**config.mk**
```make
export PLATFORM = sky130hd
export DESIGN_NAME = small_cofactor_witness_search_unit
export DESIGN_NICKNAME = d
export VERILOG_FILES = /design/src/scws_pkg.sv /design/src/small_cofactor_witness_search_unit.sv
export VERILOG_INCLUDE_DIRS = /design/src /design/src/src
export SDC_FILE = /design/constraint.sdc
export NUM_CORES = 1
export LEC_CHECK = 0
export BUFFER_PORTS_ARGS = -buffer_cell sky130_fd_sc_hd__clkbuf_2
export CORE_MARGIN = 2
export CORE_UTILIZATION = 30
export CTS_CLUSTER_DIAMETER = 200
export CTS_CLUSTER_SIZE = 24
export DETAILED_ROUTE_END_ITERATION = 16
export PLACE_DENSITY = 0.42
export SETUP_SLACK_MARGIN = 0.05
export SLEW_MARGIN = 25
export SYNTH_ARGS = -nofsm -noshare
export SYNTH_HDL_FRONTEND = slang
export SYNTH_SLANG_ARGS = --single-unit
```
**constraint.sdc**
```tcl
create_clock -name i_clk -period 29.9 [get_ports i_clk]
set_input_delay 5.98 -clock i_clk [delete_from_list [all_inputs] [get_ports i_clk]]
set_output_delay 5.98 -clock i_clk [all_outputs]
set_load 0.01 [all_outputs]
```
**src/small_cofactor_witness_search_unit_defines.svh**
```systemverilog
// Assertion macros shared by the small cofactor witness search unit.
// Each macro expects a clock named i_clk and an active-low reset named i_rst_n.
`ifndef SMALL_COFACTOR_WITNESS_SEARCH_UNIT_DEFINES_SVH
`define SMALL_COFACTOR_WITNESS_SEARCH_UNIT_DEFINES_SVH

// Same-cycle implication, checked outside reset.
`define SCWS_ASSERT_NOW(label, ante, cons, msg) \
    label: assert property (@(posedge i_clk) disable iff (!i_rst_n) (ante) |-> (cons)) \
        else $error(msg);

// Next-cycle implication, checked outside reset.
`define SCWS_ASSERT_NEXT(label, ante, cons, msg) \
    label: assert property (@(posedge i_clk) disable iff (!i_rst_n) (ante) |=> (cons)) \
        else $error(msg);

`endif

```
**src/scws_pkg.sv**
```systemverilog
// Package for the small cofactor witness search unit.
// Holds widths, register indexes and the sequencer state type; no dependencies.
`default_nettype none

package scws_pkg;

    localparam int K_LIMIT   = 32;
    localparam int R_W       = 32;
    localparam int HALF_W    = 31;
    localparam int K_W       = 6;
    localparam int M_W       = 5;
    localparam int VAL_W     = 37;
    localparam int DIV_BITS  = 8;
    localparam int DIV_STEPS = 5;
    localparam int DIV_W     = DIV_BITS * DIV_STEPS;
    localparam int STEP_W    = $clog2(DIV_STEPS);
    localparam int CFG_IDX_W = 2;
    localparam int OUT_W     = 48;

    localparam logic [CFG_IDX_W-1:0] REG_MAX_MULTIPLIER = 2'd0;
    localparam logic [CFG_IDX_W-1:0] REG_MAX_MULTIPLE   = 2'd1;

    typedef enum logic [2:0] {
        ST_IDLE,
        ST_PAIR,
        ST_DIV,
        ST_EVAL,
        ST_FINISH
    } t_state;

endpackage

`default_nettype wire

```
**src/small_cofactor_witness_search_unit.sv**
```systemverilog
// Top level of the small cofactor witness search unit.
// Uses scws_pkg and the assertion macros of small_cofactor_witness_search_unit_defines.svh.
// Sequencer around one shared radix-256 remainder and quotient unit.
`default_nettype none

`include "small_cofactor_witness_search_unit_defines.svh"

// One modulus is taken at a time. For each multiple and sign the sequencer sets up the
// value in ST_PAIR, then tries divisors from the divisor limit down to 2: for each one
// the shared divider runs in ST_DIV (eight quotient bits a cycle over a 40-bit dividend)
// and ST_EVAL judges the result. The scan of a value stops at the first divisor whose
// quotient passes. The result waits in an output register, and the next item is taken
// while it waits.
module small_cofactor_witness_search_unit
    import scws_pkg::*;
(
    input  wire                    i_clk,
    input  wire                    i_rst_n,
    input  wire                    i_cfg_valid,
    output logic                   o_cfg_ready,
    input  wire  [CFG_IDX_W-1:0]   i_cfg_index,
    input  wire  [K_W-1:0]         i_cfg_data,
    input  wire                    s_axis_tvalid,
    output logic                   s_axis_tready,
    input  wire  [R_W-1:0]         s_axis_tdata,   // modulus
    output logic                   m_axis_tvalid,
    input  wire                    m_axis_tready,
    // best_divisor, best_quotient, best_multiple, plus_sign, zero fill
    output logic [OUT_W-1:0]       m_axis_tdata,
    output logic                   m_axis_tuser    // found
);

    t_state               r_state, n_state;
    logic [K_W-1:0]       r_max_multiplier;
    logic [M_W-1:0]       r_max_multiple;
    logic [R_W-1:0]       r_r, n_r;
    logic [HALF_W-1:0]    r_half, n_half;
    logic [K_W-1:0]       r_klim, n_klim;
    logic [M_W:0]         r_m, n_m;
    logic [VAL_W-1:0]     r_mr, n_mr;
    logic                 r_sign, n_sign;
    logic [VAL_W-1:0]     r_value, n_value;
    logic [K_W-1:0]       r_k, n_k;
    logic [DIV_W-1:0]     r_dq, n_dq;
    logic [K_W-1:0]       r_rem, n_rem;
    logic [STEP_W-1:0]    r_step, n_step;
    logic                 r_found, n_found;
    logic [K_W-1:0]       r_bk, n_bk;
    logic [HALF_W-1:0]    r_bt, n_bt;
    logic [M_W-1:0]       r_bm, n_bm;
    logic                 r_bs, n_bs;
    logic                 r_out_valid;
    logic [OUT_W-1:0]     r_out_data;
    logic                 r_out_user;

    logic                 in_accept;
    logic                 out_free;
    logic                 adv_sign;
    logic [M_W:0]         adv_m;
    logic [VAL_W-1:0]     adv_mr;
    logic [K_W-1:0]       d_rem;
    logic [DIV_W-1:0]     d_dq;
    logic                 pair_over;
    logic                 pair_skip;
    logic                 cand;
    logic                 better;
    logic [K_W-1:0]       sat_klim;

    // Shared divider: eight restoring steps on the narrow remainder per cycle.
    always_comb begin
        d_rem = r_rem;
        d_dq  = r_dq;
        for (int i = 0; i < DIV_BITS; i++) begin
            d_rem = {d_rem[K_W-2:0], d_dq[DIV_W-1]};
            d_dq  = {d_dq[DIV_W-2:0], 1'b0};
            if (d_rem >= r_k) begin
                d_rem   = d_rem - r_k;
                d_dq[0] = 1'b1;
            end
        end
    end

    always_comb begin
        adv_sign  = ~r_sign;
        adv_m     = r_sign ? r_m + (M_W+1)'(1) : r_m;
        adv_mr    = r_sign ? r_mr + VAL_W'(r_r) : r_mr;
        pair_over = r_m > {1'b0, r_max_multiple};
        pair_skip = (r_klim < K_W'(2)) || (!r_sign && (r_mr <= VAL_W'(1)));
        cand      = (r_rem == '0) && (r_dq <= DIV_W'(r_half));
        better    = !r_found || (r_dq[HALF_W-1:0] < r_bt)
                    || ((r_dq[HALF_W-1:0] == r_bt) && (r_k < r_bk));
        sat_klim  = (r_max_multiplier > K_W'(K_LIMIT)) ? K_W'(K_LIMIT) : r_max_multiplier;
    end

    // Handshake outputs.
    always_comb begin
        o_cfg_ready   = 1'b1;
        s_axis_tready = (r_state == ST_IDLE);
        m_axis_tvalid = r_out_valid;
        m_axis_tdata  = r_out_data;
        m_axis_tuser  = r_out_user;
        in_accept     = s_axis_tvalid && s_axis_tready;
        out_free      = !r_out_valid || m_axis_tready;
    end

    // Next state.
    always_comb begin
        n_state = r_state;
        case (r_state)
            ST_IDLE: begin
                if (in_accept) n_state = ST_PAIR;
            end
            ST_PAIR: begin
                if (pair_over) n_state = ST_FINISH;
                else if (!pair_skip) n_state = ST_DIV;
            end
            ST_DIV: begin
                if (r_step == STEP_W'(DIV_STEPS - 1)) n_state = ST_EVAL;
            end
            ST_EVAL: begin
                if (cand || (r_k == K_W'(2))) n_state = ST_PAIR;
                else n_state = ST_DIV;
            end
            ST_FINISH: begin
                if (out_free) n_state = ST_IDLE;
            end
            default: n_state = ST_IDLE;
        endcase
    end

    // Datapath next values.
    always_comb begin
        n_r     = r_r;
        n_half  = r_half;
        n_klim  = r_klim;
        n_m     = r_m;
        n_mr    = r_mr;
        n_sign  = r_sign;
        n_value = r_value;
        n_k     = r_k;
        n_dq    = r_dq;
        n_rem   = r_rem;
        n_step  = r_step;
        n_found = r_found;
        n_bk    = r_bk;
        n_bt    = r_bt;
        n_bm    = r_bm;
        n_bs    = r_bs;
        case (r_state)
            ST_IDLE: begin
                if (in_accept) begin
                    n_r     = s_axis_tdata;
                    n_half  = s_axis_tdata[R_W-1:1];
                    n_klim  = sat_klim;
                    n_m     = (M_W+1)'(1);
                    n_mr    = VAL_W'(s_axis_tdata);
                    n_sign  = 1'b0;
                    n_found = 1'b0;
                    n_bk    = '0;
                    n_bt    = '0;
                    n_bm    = '0;
                    n_bs    = 1'b0;
                end
            end
            ST_PAIR: begin
                if (!pair_over) begin
                    if (pair_skip) begin
                        n_sign = adv_sign;
                        n_m    = adv_m;
                        n_mr   = adv_mr;
                    end else begin
                        n_value = r_sign ? r_mr + VAL_W'(1) : r_mr - VAL_W'(1);
                        n_dq    = DIV_W'(r_sign ? r_mr + VAL_W'(1) : r_mr - VAL_W'(1));
                        n_k     = r_klim;
                        n_rem   = '0;
                        n_step  = '0;
                    end
                end
            end
            ST_DIV: begin
                n_dq   = d_dq;
                n_rem  = d_rem;
                n_step = r_step + STEP_W'(1);
            end
            ST_EVAL: begin
                if (cand || (r_k == K_W'(2))) begin
                    if (cand && better) begin
                        n_found = 1'b1;
                        n_bk    = r_k;
                        n_bt    = r_dq[HALF_W-1:0];
                        n_bm    = r_m[M_W-1:0];
                        n_bs    = r_sign;
                    end
                    n_sign = adv_sign;
                    n_m    = adv_m;
                    n_mr   = adv_mr;
                end else begin
                    n_k    = r_k - K_W'(1);
                    n_dq   = DIV_W'(r_value);
                    n_rem  = '0;
                    n_step = '0;
                end
            end
            default: begin
            end
        endcase
    end

    always_ff @(posedge i_clk) begin
        r_r     <= n_r;
        r_half  <= n_half;
        r_klim  <= n_klim;
        r_m     <= n_m;
        r_mr    <= n_mr;
        r_sign  <= n_sign;
        r_value <= n_value;
        r_k     <= n_k;
        r_dq    <= n_dq;
        r_rem   <= n_rem;
        r_step  <= n_step;
        r_found <= n_found;
        r_bk    <= n_bk;
        r_bt    <= n_bt;
        r_bm    <= n_bm;
        r_bs    <= n_bs;
        if ((r_state == ST_FINISH) && out_free) begin
            r_out_data <= {5'b0, r_bs, r_bm, r_bt, r_bk};
            r_out_user <= r_found;
        end
    end

    always_ff @(posedge i_clk) begin
        if (!i_rst_n) begin
            r_state          <= ST_IDLE;
            r_out_valid      <= 1'b0;
            r_max_multiplier <= K_W'(20);
            r_max_multiple   <= M_W'(12);
        end else begin
            r_state <= n_state;
            if ((r_state == ST_FINISH) && out_free) begin
                r_out_valid <= 1'b1;
            end else if (m_axis_tready) begin
                r_out_valid <= 1'b0;
            end
            if (i_cfg_valid && o_cfg_ready) begin
                case (i_cfg_index)
                    REG_MAX_MULTIPLIER: r_max_multiplier <= i_cfg_data;
                    REG_MAX_MULTIPLE:   r_max_multiple   <= i_cfg_data[M_W-1:0];
                    default: begin
                    end
                endcase
            end
        end
    end

    `SCWS_ASSERT_NOW(a_div_range, r_state == ST_DIV || r_state == ST_EVAL,
        r_k >= K_W'(2) && r_k <= r_klim, "divisor outside scan range")
    `SCWS_ASSERT_NOW(a_rem_small, r_state == ST_EVAL, r_rem < r_k,
        "remainder not below divisor")
    `SCWS_ASSERT_NEXT(a_accept_start, in_accept, r_state == ST_PAIR,
        "item accepted without starting the scan")
    `SCWS_ASSERT_NOW(a_found_fields, m_axis_tvalid && m_axis_tuser,
        m_axis_tdata[5:0] >= 6'd2 && m_axis_tdata[41:37] != 5'd0,
        "found result with empty divisor or multiple")

endmodule

`default_nettype wire

```
# Word level (Yosys, flattened, before mapping)
# Cells that the tools add are included.
# Widths: inputs -> output; s select.
totals:
  reg_bits: 308
  elab_cells: 183
op_classes:
  add_sub_neg: 16
  n_lt_le_gt_ge: 15
  n_eq_ne: 18
  mux: 78
  bitwise_logic: 3
  reduce_logical: 31
op_table:
  columns: ["cell", "count"]
  rows:
  - ["$mux 37", 6]
  - ["$mux 40", 4]
  - ["$pmux 40 s3", 1]
  - ["$pmux 37 s3", 1]
  - ["$mux 31", 3]
  - ["$mux 6", 15]
  - ["$pmux 31 s2", 1]
  - ["$mux 5", 10]
  - ["$ge 6x6->1", 8]
  - ["$le 40x31->1", 1]
  - ["$add 37x1->38 const B", 1]
  - ["$sub 37x1->38 const B", 1]
  - ["$add 37x1->37 const B", 1]
  - ["$add 37x32->37", 1]
  - ["$le 37x1->1 const B", 1]
  - ["$sub 37x1->37 const B", 1]
  - ["$pmux 6 s3", 2]
  - ["$sub 5x5->5", 7]
  - ["$eq 31x31->1", 1]
  - ["$lt 31x31->1", 1]
  - ["$mux 3", 8]
  - ["$pmux 6 s2", 2]
  - ["$mux 1", 18]
  - ["$ne 2x2->1 const B", 8]
  - ["other kinds (34)", 58]

# Logic depth before layout (Yosys ltp)
logic_depth:
  ltp_word: 17
  ltp_mapped: 67
  mapped_depth_nobuf: 64

# Worst setup path before layout
# No wires, ideal clock.
synth_path:
  path_kind: "reg-to-reg"
  startpoint: "register r_k[1]"
  endpoint: "register r_rem[1], data pin"
  setup_ps: 264
  arrival_time_ps: 13003
  required_time_ps: 29636
  path_slack_ps: 16633
  path_stages_with_launch: 61
  path_buffers: 3
  period_less_slack_ps: 13267
  path_cell_list: "edfxtp_1 inv_1 fa_1 a21o_1 a21oi_1 o21ai_0 a21oi_1 mux2_2 ha_1 nor2b_1 o21a_1 o21ai_1 nand2_1 a21oi_2 mux2_2 fa_1 nor2b_1 o21ai_1 [25 not listed] clkbuf_1 o21ai_0 fa_1 inv_1 a21o_1 a21oi_1 o21ai_0 a21oi_1 o21ai_0 fa_1 a21oi_1 o21bai_1 a21oi_1 o21bai_1 a21oi_1 clkbuf_1 mux2i_1 nor2_1"
synth_via:
  elab_chain_len: 17
  elab_cells_between_ends: 25
  cone_classes: "add/sub (8); order compare (8); mux (9)"
synth_lines:
  columns: ["item", "line_no", "source"]
  rows:
  - ["start: declaration", "small_cofactor_witness_search_unit.sv:43", "logic [K_W-1:0] r_k, n_k;"]
  - ["start signal: assignment", "small_cofactor_witness_search_unit.sv:217", "r_k <= n_k;"]
  - ["$sub 5x5->5 or $ge 6x6->1 (tied branches)", "small_cofactor_witness_search_unit.sv:77, small_cofactor_witness_search_unit.sv:76", null]
  - ["$mux 5", "small_cofactor_witness_search_unit.sv:76", "if (d_rem >= r_k) begin"]
  - ["$sub 5x5->5 or $ge 6x6->1 (tied branches)", "small_cofactor_witness_search_unit.sv:77, small_cofactor_witness_search_unit.sv:76", null]
  - ["$mux 5", "small_cofactor_witness_search_unit.sv:76", null]
  - ["$sub 5x5->5 or $ge 6x6->1 (tied branches)", "small_cofactor_witness_search_unit.sv:77, small_cofactor_witness_search_unit.sv:76", null]
  - ["$mux 5", "small_cofactor_witness_search_unit.sv:76", null]
  - ["$sub 5x5->5 or $ge 6x6->1 (tied branches)", "small_cofactor_witness_search_unit.sv:77, small_cofactor_witness_search_unit.sv:76", null]
  - ["$mux 5", "small_cofactor_witness_search_unit.sv:76", null]
  - ["$ge 6x6->1 or $sub 5x5->5 (tied branches)", "small_cofactor_witness_search_unit.sv:76, small_cofactor_witness_search_unit.sv:77", null]
  - ["$mux 5", "small_cofactor_witness_search_unit.sv:76", null]
  - ["$sub 5x5->5 or $ge 6x6->1 (tied branches)", "small_cofactor_witness_search_unit.sv:77, small_cofactor_witness_search_unit.sv:76", null]
  - ["$mux 5", "small_cofactor_witness_search_unit.sv:76", null]
  - ["$ge 6x6->1 or $sub 5x5->5 (tied branches)", "small_cofactor_witness_search_unit.sv:76, small_cofactor_witness_search_unit.sv:77", null]
  - ["$mux 5", "small_cofactor_witness_search_unit.sv:76", null]
  - ["$sub 6x6->6 or $ge 6x6->1 (tied branches)", "small_cofactor_witness_search_unit.sv:77, small_cofactor_witness_search_unit.sv:76", null]
  - ["$mux 6 (*)", "small_cofactor_witness_search_unit.sv:76", null]
  - ["$pmux 6 s3 (*)", "small_cofactor_witness_search_unit.sv:149", "case (r_state)"]
  - ["end signal: assignment", "small_cofactor_witness_search_unit.sv:219", "r_rem <= n_rem;"]
  - ["end: declaration", "small_cofactor_witness_search_unit.sv:45", "logic [K_W-1:0] r_rem, n_rem;"]
# Every way passes the cells marked *; elsewhere a longest branch is shown, timed or not.
# A chain may end at the register's enable or synchronous reset.

# Final worst setup path
layout_path:
  startpoint: "register r_k[1]"
  endpoint: "register r_dq[0], data pin"
layout_via:
  elab_chain_len: 17
  elab_cells_between_ends: 24
  cone_classes: "add/sub (7); order compare (8); mux (9)"
layout_lines:
  columns: ["item", "line_no", "source"]
  rows:
  - ["$sub 5x5->5 or $ge 6x6->1 (tied branches)", "small_cofactor_witness_search_unit.sv:77, small_cofactor_witness_search_unit.sv:76", null]
  - ["$mux 5", "small_cofactor_witness_search_unit.sv:76", null]
  - ["$sub 5x5->5 or $ge 6x6->1 (tied branches)", "small_cofactor_witness_search_unit.sv:77, small_cofactor_witness_search_unit.sv:76", null]
  - ["$mux 5", "small_cofactor_witness_search_unit.sv:76", null]
  - ["$sub 5x5->5 or $ge 6x6->1 (tied branches)", "small_cofactor_witness_search_unit.sv:77, small_cofactor_witness_search_unit.sv:76", null]
  - ["$mux 5", "small_cofactor_witness_search_unit.sv:76", null]
  - ["$sub 5x5->5 or $ge 6x6->1 (tied branches)", "small_cofactor_witness_search_unit.sv:77, small_cofactor_witness_search_unit.sv:76", null]
  - ["$mux 5", "small_cofactor_witness_search_unit.sv:76", null]
  - ["[2 not listed]", null, null]
  - ["$sub 5x5->5 or $ge 6x6->1 (tied branches)", "small_cofactor_witness_search_unit.sv:77, small_cofactor_witness_search_unit.sv:76", null]
  - ["$mux 5", "small_cofactor_witness_search_unit.sv:76", null]
  - ["$sub 5x5->5 or $ge 6x6->1 (tied branches)", "small_cofactor_witness_search_unit.sv:77, small_cofactor_witness_search_unit.sv:76", null]
  - ["$mux 5", "small_cofactor_witness_search_unit.sv:76", null]
  - ["$ge 6x6->1 (*)", "small_cofactor_witness_search_unit.sv:76", null]
  - ["$mux 1 (*)", "small_cofactor_witness_search_unit.sv:76", null]
  - ["$pmux 40 s3 (*)", "small_cofactor_witness_search_unit.sv:149", null]
  - ["net n_dq[0]", "small_cofactor_witness_search_unit.sv:44", "logic [DIV_W-1:0] r_dq, n_dq;"]
  - ["end signal: assignment", "small_cofactor_witness_search_unit.sv:218", "r_dq <= n_dq;"]
  - ["end: declaration", "small_cofactor_witness_search_unit.sv:44", null]
# The timed path passes the listed nets; every way through them passes the cells marked *.

==> results.txt <==
- The run finished with clean final reports.
* Number of clock sinks: 277
- # H-tree levels: 1
* Commonest cells post-synth: 262 x sky130_fd_sc_hd__edfxtp_1, 195 x sky130_fd_sc_hd__ha_1, 163 x sky130_fd_sc_hd__nand2_1
- Cell count of the worst hold path: 0
- Final cell count without fillers: about 2,800
- Kind of start point of the critical path: flop
* DIE AREA: between 0.06 and 0.07 sq mm
- CTS hold repair buffers: 0
* Worst Clk Skew: about 0.03 ns
* Height of the chip: between 200 and 300 um
* Via count of the first global-routing pass: 14,100
- After synthesis, the cell types taking the most area are sky130_fd_sc_hd__edfxtp_1 42%, sky130_fd_sc_hd__ha_1 13%, sky130_fd_sc_hd__xnor2_1 4.2%.
* Critical-path maximum fanout: 13
* Post-CTS sizing: 0
* Worst endpoint data arrival time: 15.69 ns
- During placement, the flow inserted port buffers numbering 90.
* Fmax achieved: 64.9 MHz
- Rows: 91
* Layout cell share with drive strength beyond 1: about 8.7%
* MaxCap Viol Count: 0
* Minimum setup slack after placement: approximately 15 ns
- The longest clock path from root to sink contains 3 buffers.
* Worst stage delay on the critical path: about 0.8 ns
- The die is around 250 um wide.
- TritonCTS clock tree: built
- Commonest register cell after synthesis: sky130_fd_sc_hd__edfxtp_1
* Post-synth design cell area: 0.0188 sq mm
- Synthesis inferred roughly 280 register bits.
- The later pin in the worst-skew pair is clocked with a latency of 0.54 ns.
- Fin worst setup slack: 14.49 ns
- Placeable core region: ~0.062 sq mm
- Measured against its own limit, the worst slew margin works out to between 30% and 40%.
- The number of setup buffers added after CTS is 0.
- Share of async-settable or async-resettable flops after synthesis: 0%
- Critical path start-end classification: reg2reg
* Number of instances in the synthesized netlist: 1,855
- Number of DRC markers after the initial detailed-route iteration: between 700 and 800
- Clock-pin slew was measured on the worst setup and hold paths at between 0.1 and 0.15 ns.
* Number of warning messages in the yosys log: 0
- Effective utilization at floorplan: ~30%
- Worst R2R Path Depth: between 50 and 60
* CP max stage cell: sky130_fd_sc_hd__edfxtp_1
* Hpwl dp: 43.3 mm
- STA classifies the critical path endpoint as a flop.
- The net count of the finished layout is 2,170.
* Final estimated routing congestion in global placement: about 0.86
- Setup repair after global routing left no endpoint under its margin.
* Worst path required time: a little over 30 ns
* Number of placed I/O pins: 97
- Sequential cell area fraction in the yosys report: a little over two fifths
- The final hold violation count came to 0.
- Dividing the detail-routed via count by the number of cells gives 5.02.
* Most instantiated library cell after synthesis: sky130_fd_sc_hd__edfxtp_1
- The tightest hold path in the finished design has a slack of ~0.43 ns.
- The worst path uses about half of the clock period.
- Clock buffer count from CTS: 15
- Counting distinct cell types in the post-synthesis netlist gives 80.
- Share of Yosys cell area claimed by the top area cell type: between 40% and 50%
- The worst path needs ~15 ns of the cycle, external delays included.
* Clock tree root buffer cell: sky130_fd_sc_hd__clkbuf_16
* Total negative slack: 0 ns
- Overall via count from detail_route: between 10,000 and 15,000
* Cell type contributing the most total cell area after synthesis: sky130_fd_sc_hd__edfxtp_1
* Total overflow reported by the global router: 0
* Router iterations before antenna repair: 6
* Final wirelength: roughly 57 mm
* Global-route total usage across every layer: roughly 18%
- EDFF count, synth: 262
- Pin count of the biggest net entering global routing: 57
- Worst-Margin Slew: between 0.9 and 1 ns
- Antenna violations before repair: 0
- Layout-stage area growth over the synthesis result: 9.64%
- Wire length of the first global-routing pass: 86.9 mm
* Detail-routed net length per standard cell: ~21 um
- Post-placement cell count: roughly 2,700
- The number of pins with negative max-slew slack in the final report came to 0.
* Residual antenna-violating net count after detailed routing: 0
- A synthesized cell averages approximately 10 sq um.
* Number of remaining DRC errors: 0
- Library cell appearing most often on the critical path: sky130_fd_sc_hd__a21oi_1
- Type of the tightest min-delay check: reg2reg
- Number of setup violations in the final report: 0
==> flip-flops by register name, summed over array words and instances, names as in the netlist <==
register / cells
r_state: 3
r_sign: 1
r_mr: 37
r_bs: 1
r_max_multiple: 5
r_dq: 40
r_bm: 5
r_step: 3
r_value: 37
r_found: 1
m_axis_tuser: 1
r_bt: 31
m_axis_tdata: 43
r_k: 6
m_axis_tvalid: 1
r_rem: 6
r_max_multiplier: 6
r_m: 6
r_bk: 6
r_klim: 6
r_r: 32
==> cell families after synthesis <==
group,share of synthesized area (%)
compound gates,15.2
xor+xnor,6.19
fa+ha+maj,14.0
buf+inv,4.24
flops,43.4
mux,3.06
other cells,0.0399
simple gates,13.8
==> worst paths after layout <==
check | startpoint | endpoint | slack, ns
worst min register to register | r_bm[4] | m_axis_tdata[41] | 0.43
worst max-delay path | r_k[1] | r_dq[0] | 14.49
worst max register to register | r_k[1] | r_dq[0] | 14.49
worst min-delay path | r_bm[4] | m_axis_tdata[41] | 0.43
==> metrics by stage <==
| step | util, % | area (sq um) |
|---|---|---|
| after global routing | 33.4 | 20600 |
| after floorplan | - | 18800 |
| after CTS | 33.4 | 20600 |
| after detailed placement | 32.7 | 20200 |
| after global placement | 32.7 | 20200 |
| final | 33.4 | 20600 |
==> cell usage in the layout, fill, tap and decap left out, types with 7 or more instances in the layout <==
master                        n
sky130_fd_sc_hd__a31oi_1     20
sky130_fd_sc_hd__mux2_2      12
sky130_fd_sc_hd__nand2b_1    12
sky130_fd_sc_hd__nand2_1    162
sky130_fd_sc_hd__o21a_1      18
sky130_fd_sc_hd__o21bai_1    10
sky130_fd_sc_hd__clkbuf_2    90
sky130_fd_sc_hd__nor2b_1     25
sky130_fd_sc_hd__nand4_1     24
sky130_fd_sc_hd__clkbuf_16   15
sky130_fd_sc_hd__ha_1       195
sky130_fd_sc_hd__inv_1      133
sky130_fd_sc_hd__nand3_1     31
sky130_fd_sc_hd__buf_4       16
sky130_fd_sc_hd__nor4_1      11
sky130_fd_sc_hd__nor3_1      30
sky130_fd_sc_hd__a21o_1      72
sky130_fd_sc_hd__xnor2_1     90
sky130_fd_sc_hd__o21ai_1      7
sky130_fd_sc_hd__mux2i_1     44
sky130_fd_sc_hd__edfxtp_1   262
sky130_fd_sc_hd__dfxtp_1     14
sky130_fd_sc_hd__nor2_1     126
sky130_fd_sc_hd__and2_1       7
sky130_fd_sc_hd__fa_1        10
sky130_fd_sc_hd__a21oi_1    118
sky130_fd_sc_hd__or3_1       12
sky130_fd_sc_hd__xor2_1      43
sky130_fd_sc_hd__o21ai_0    122
sky130_fd_sc_hd__o31ai_1     12
sky130_fd_sc_hd__and3_1      53
==> critical path: cells and delay by family (launching register included) <==
kind / cells / cell delay (ns)
AO/OA/AOI/OAI: 31 / 7.09
flip-flops: 1 / 0.80
buffers and inverters: 3 / 0.64
AND/OR/NAND/NOR: 11 / 1.86
adder cells (fa/ha/maj): 8 / 3.09
multiplexers: 5 / 1.64
==> final cells by class <==
class	instances	area, sq um
Multi-Input combinational cell	1386	9930
Fill cell	6340	41200
Antenna cell	1	2.50
Inverter	134	503
Sequential cell	277	8170
Clock inverter	1	16.3
Tap cell	837	1050
Clock buffer	19	390
Timing Repair Buffer	106	571
==> metal layers <==
layer | track usage, % | vias up | share of wire, %
met5 | 0 | - | 0
met4 | 3.31 | 0 | 1.5
li1 | - | 6899 | -
met2 | 29.6 | 235 | 47
met1 | 24.6 | 6686 | 48
met3 | 1.85 | 45 | 3.7
Power is not shown: default switching activity piles up to over one toggle a cycle in this logic, so the estimate is an artifact.
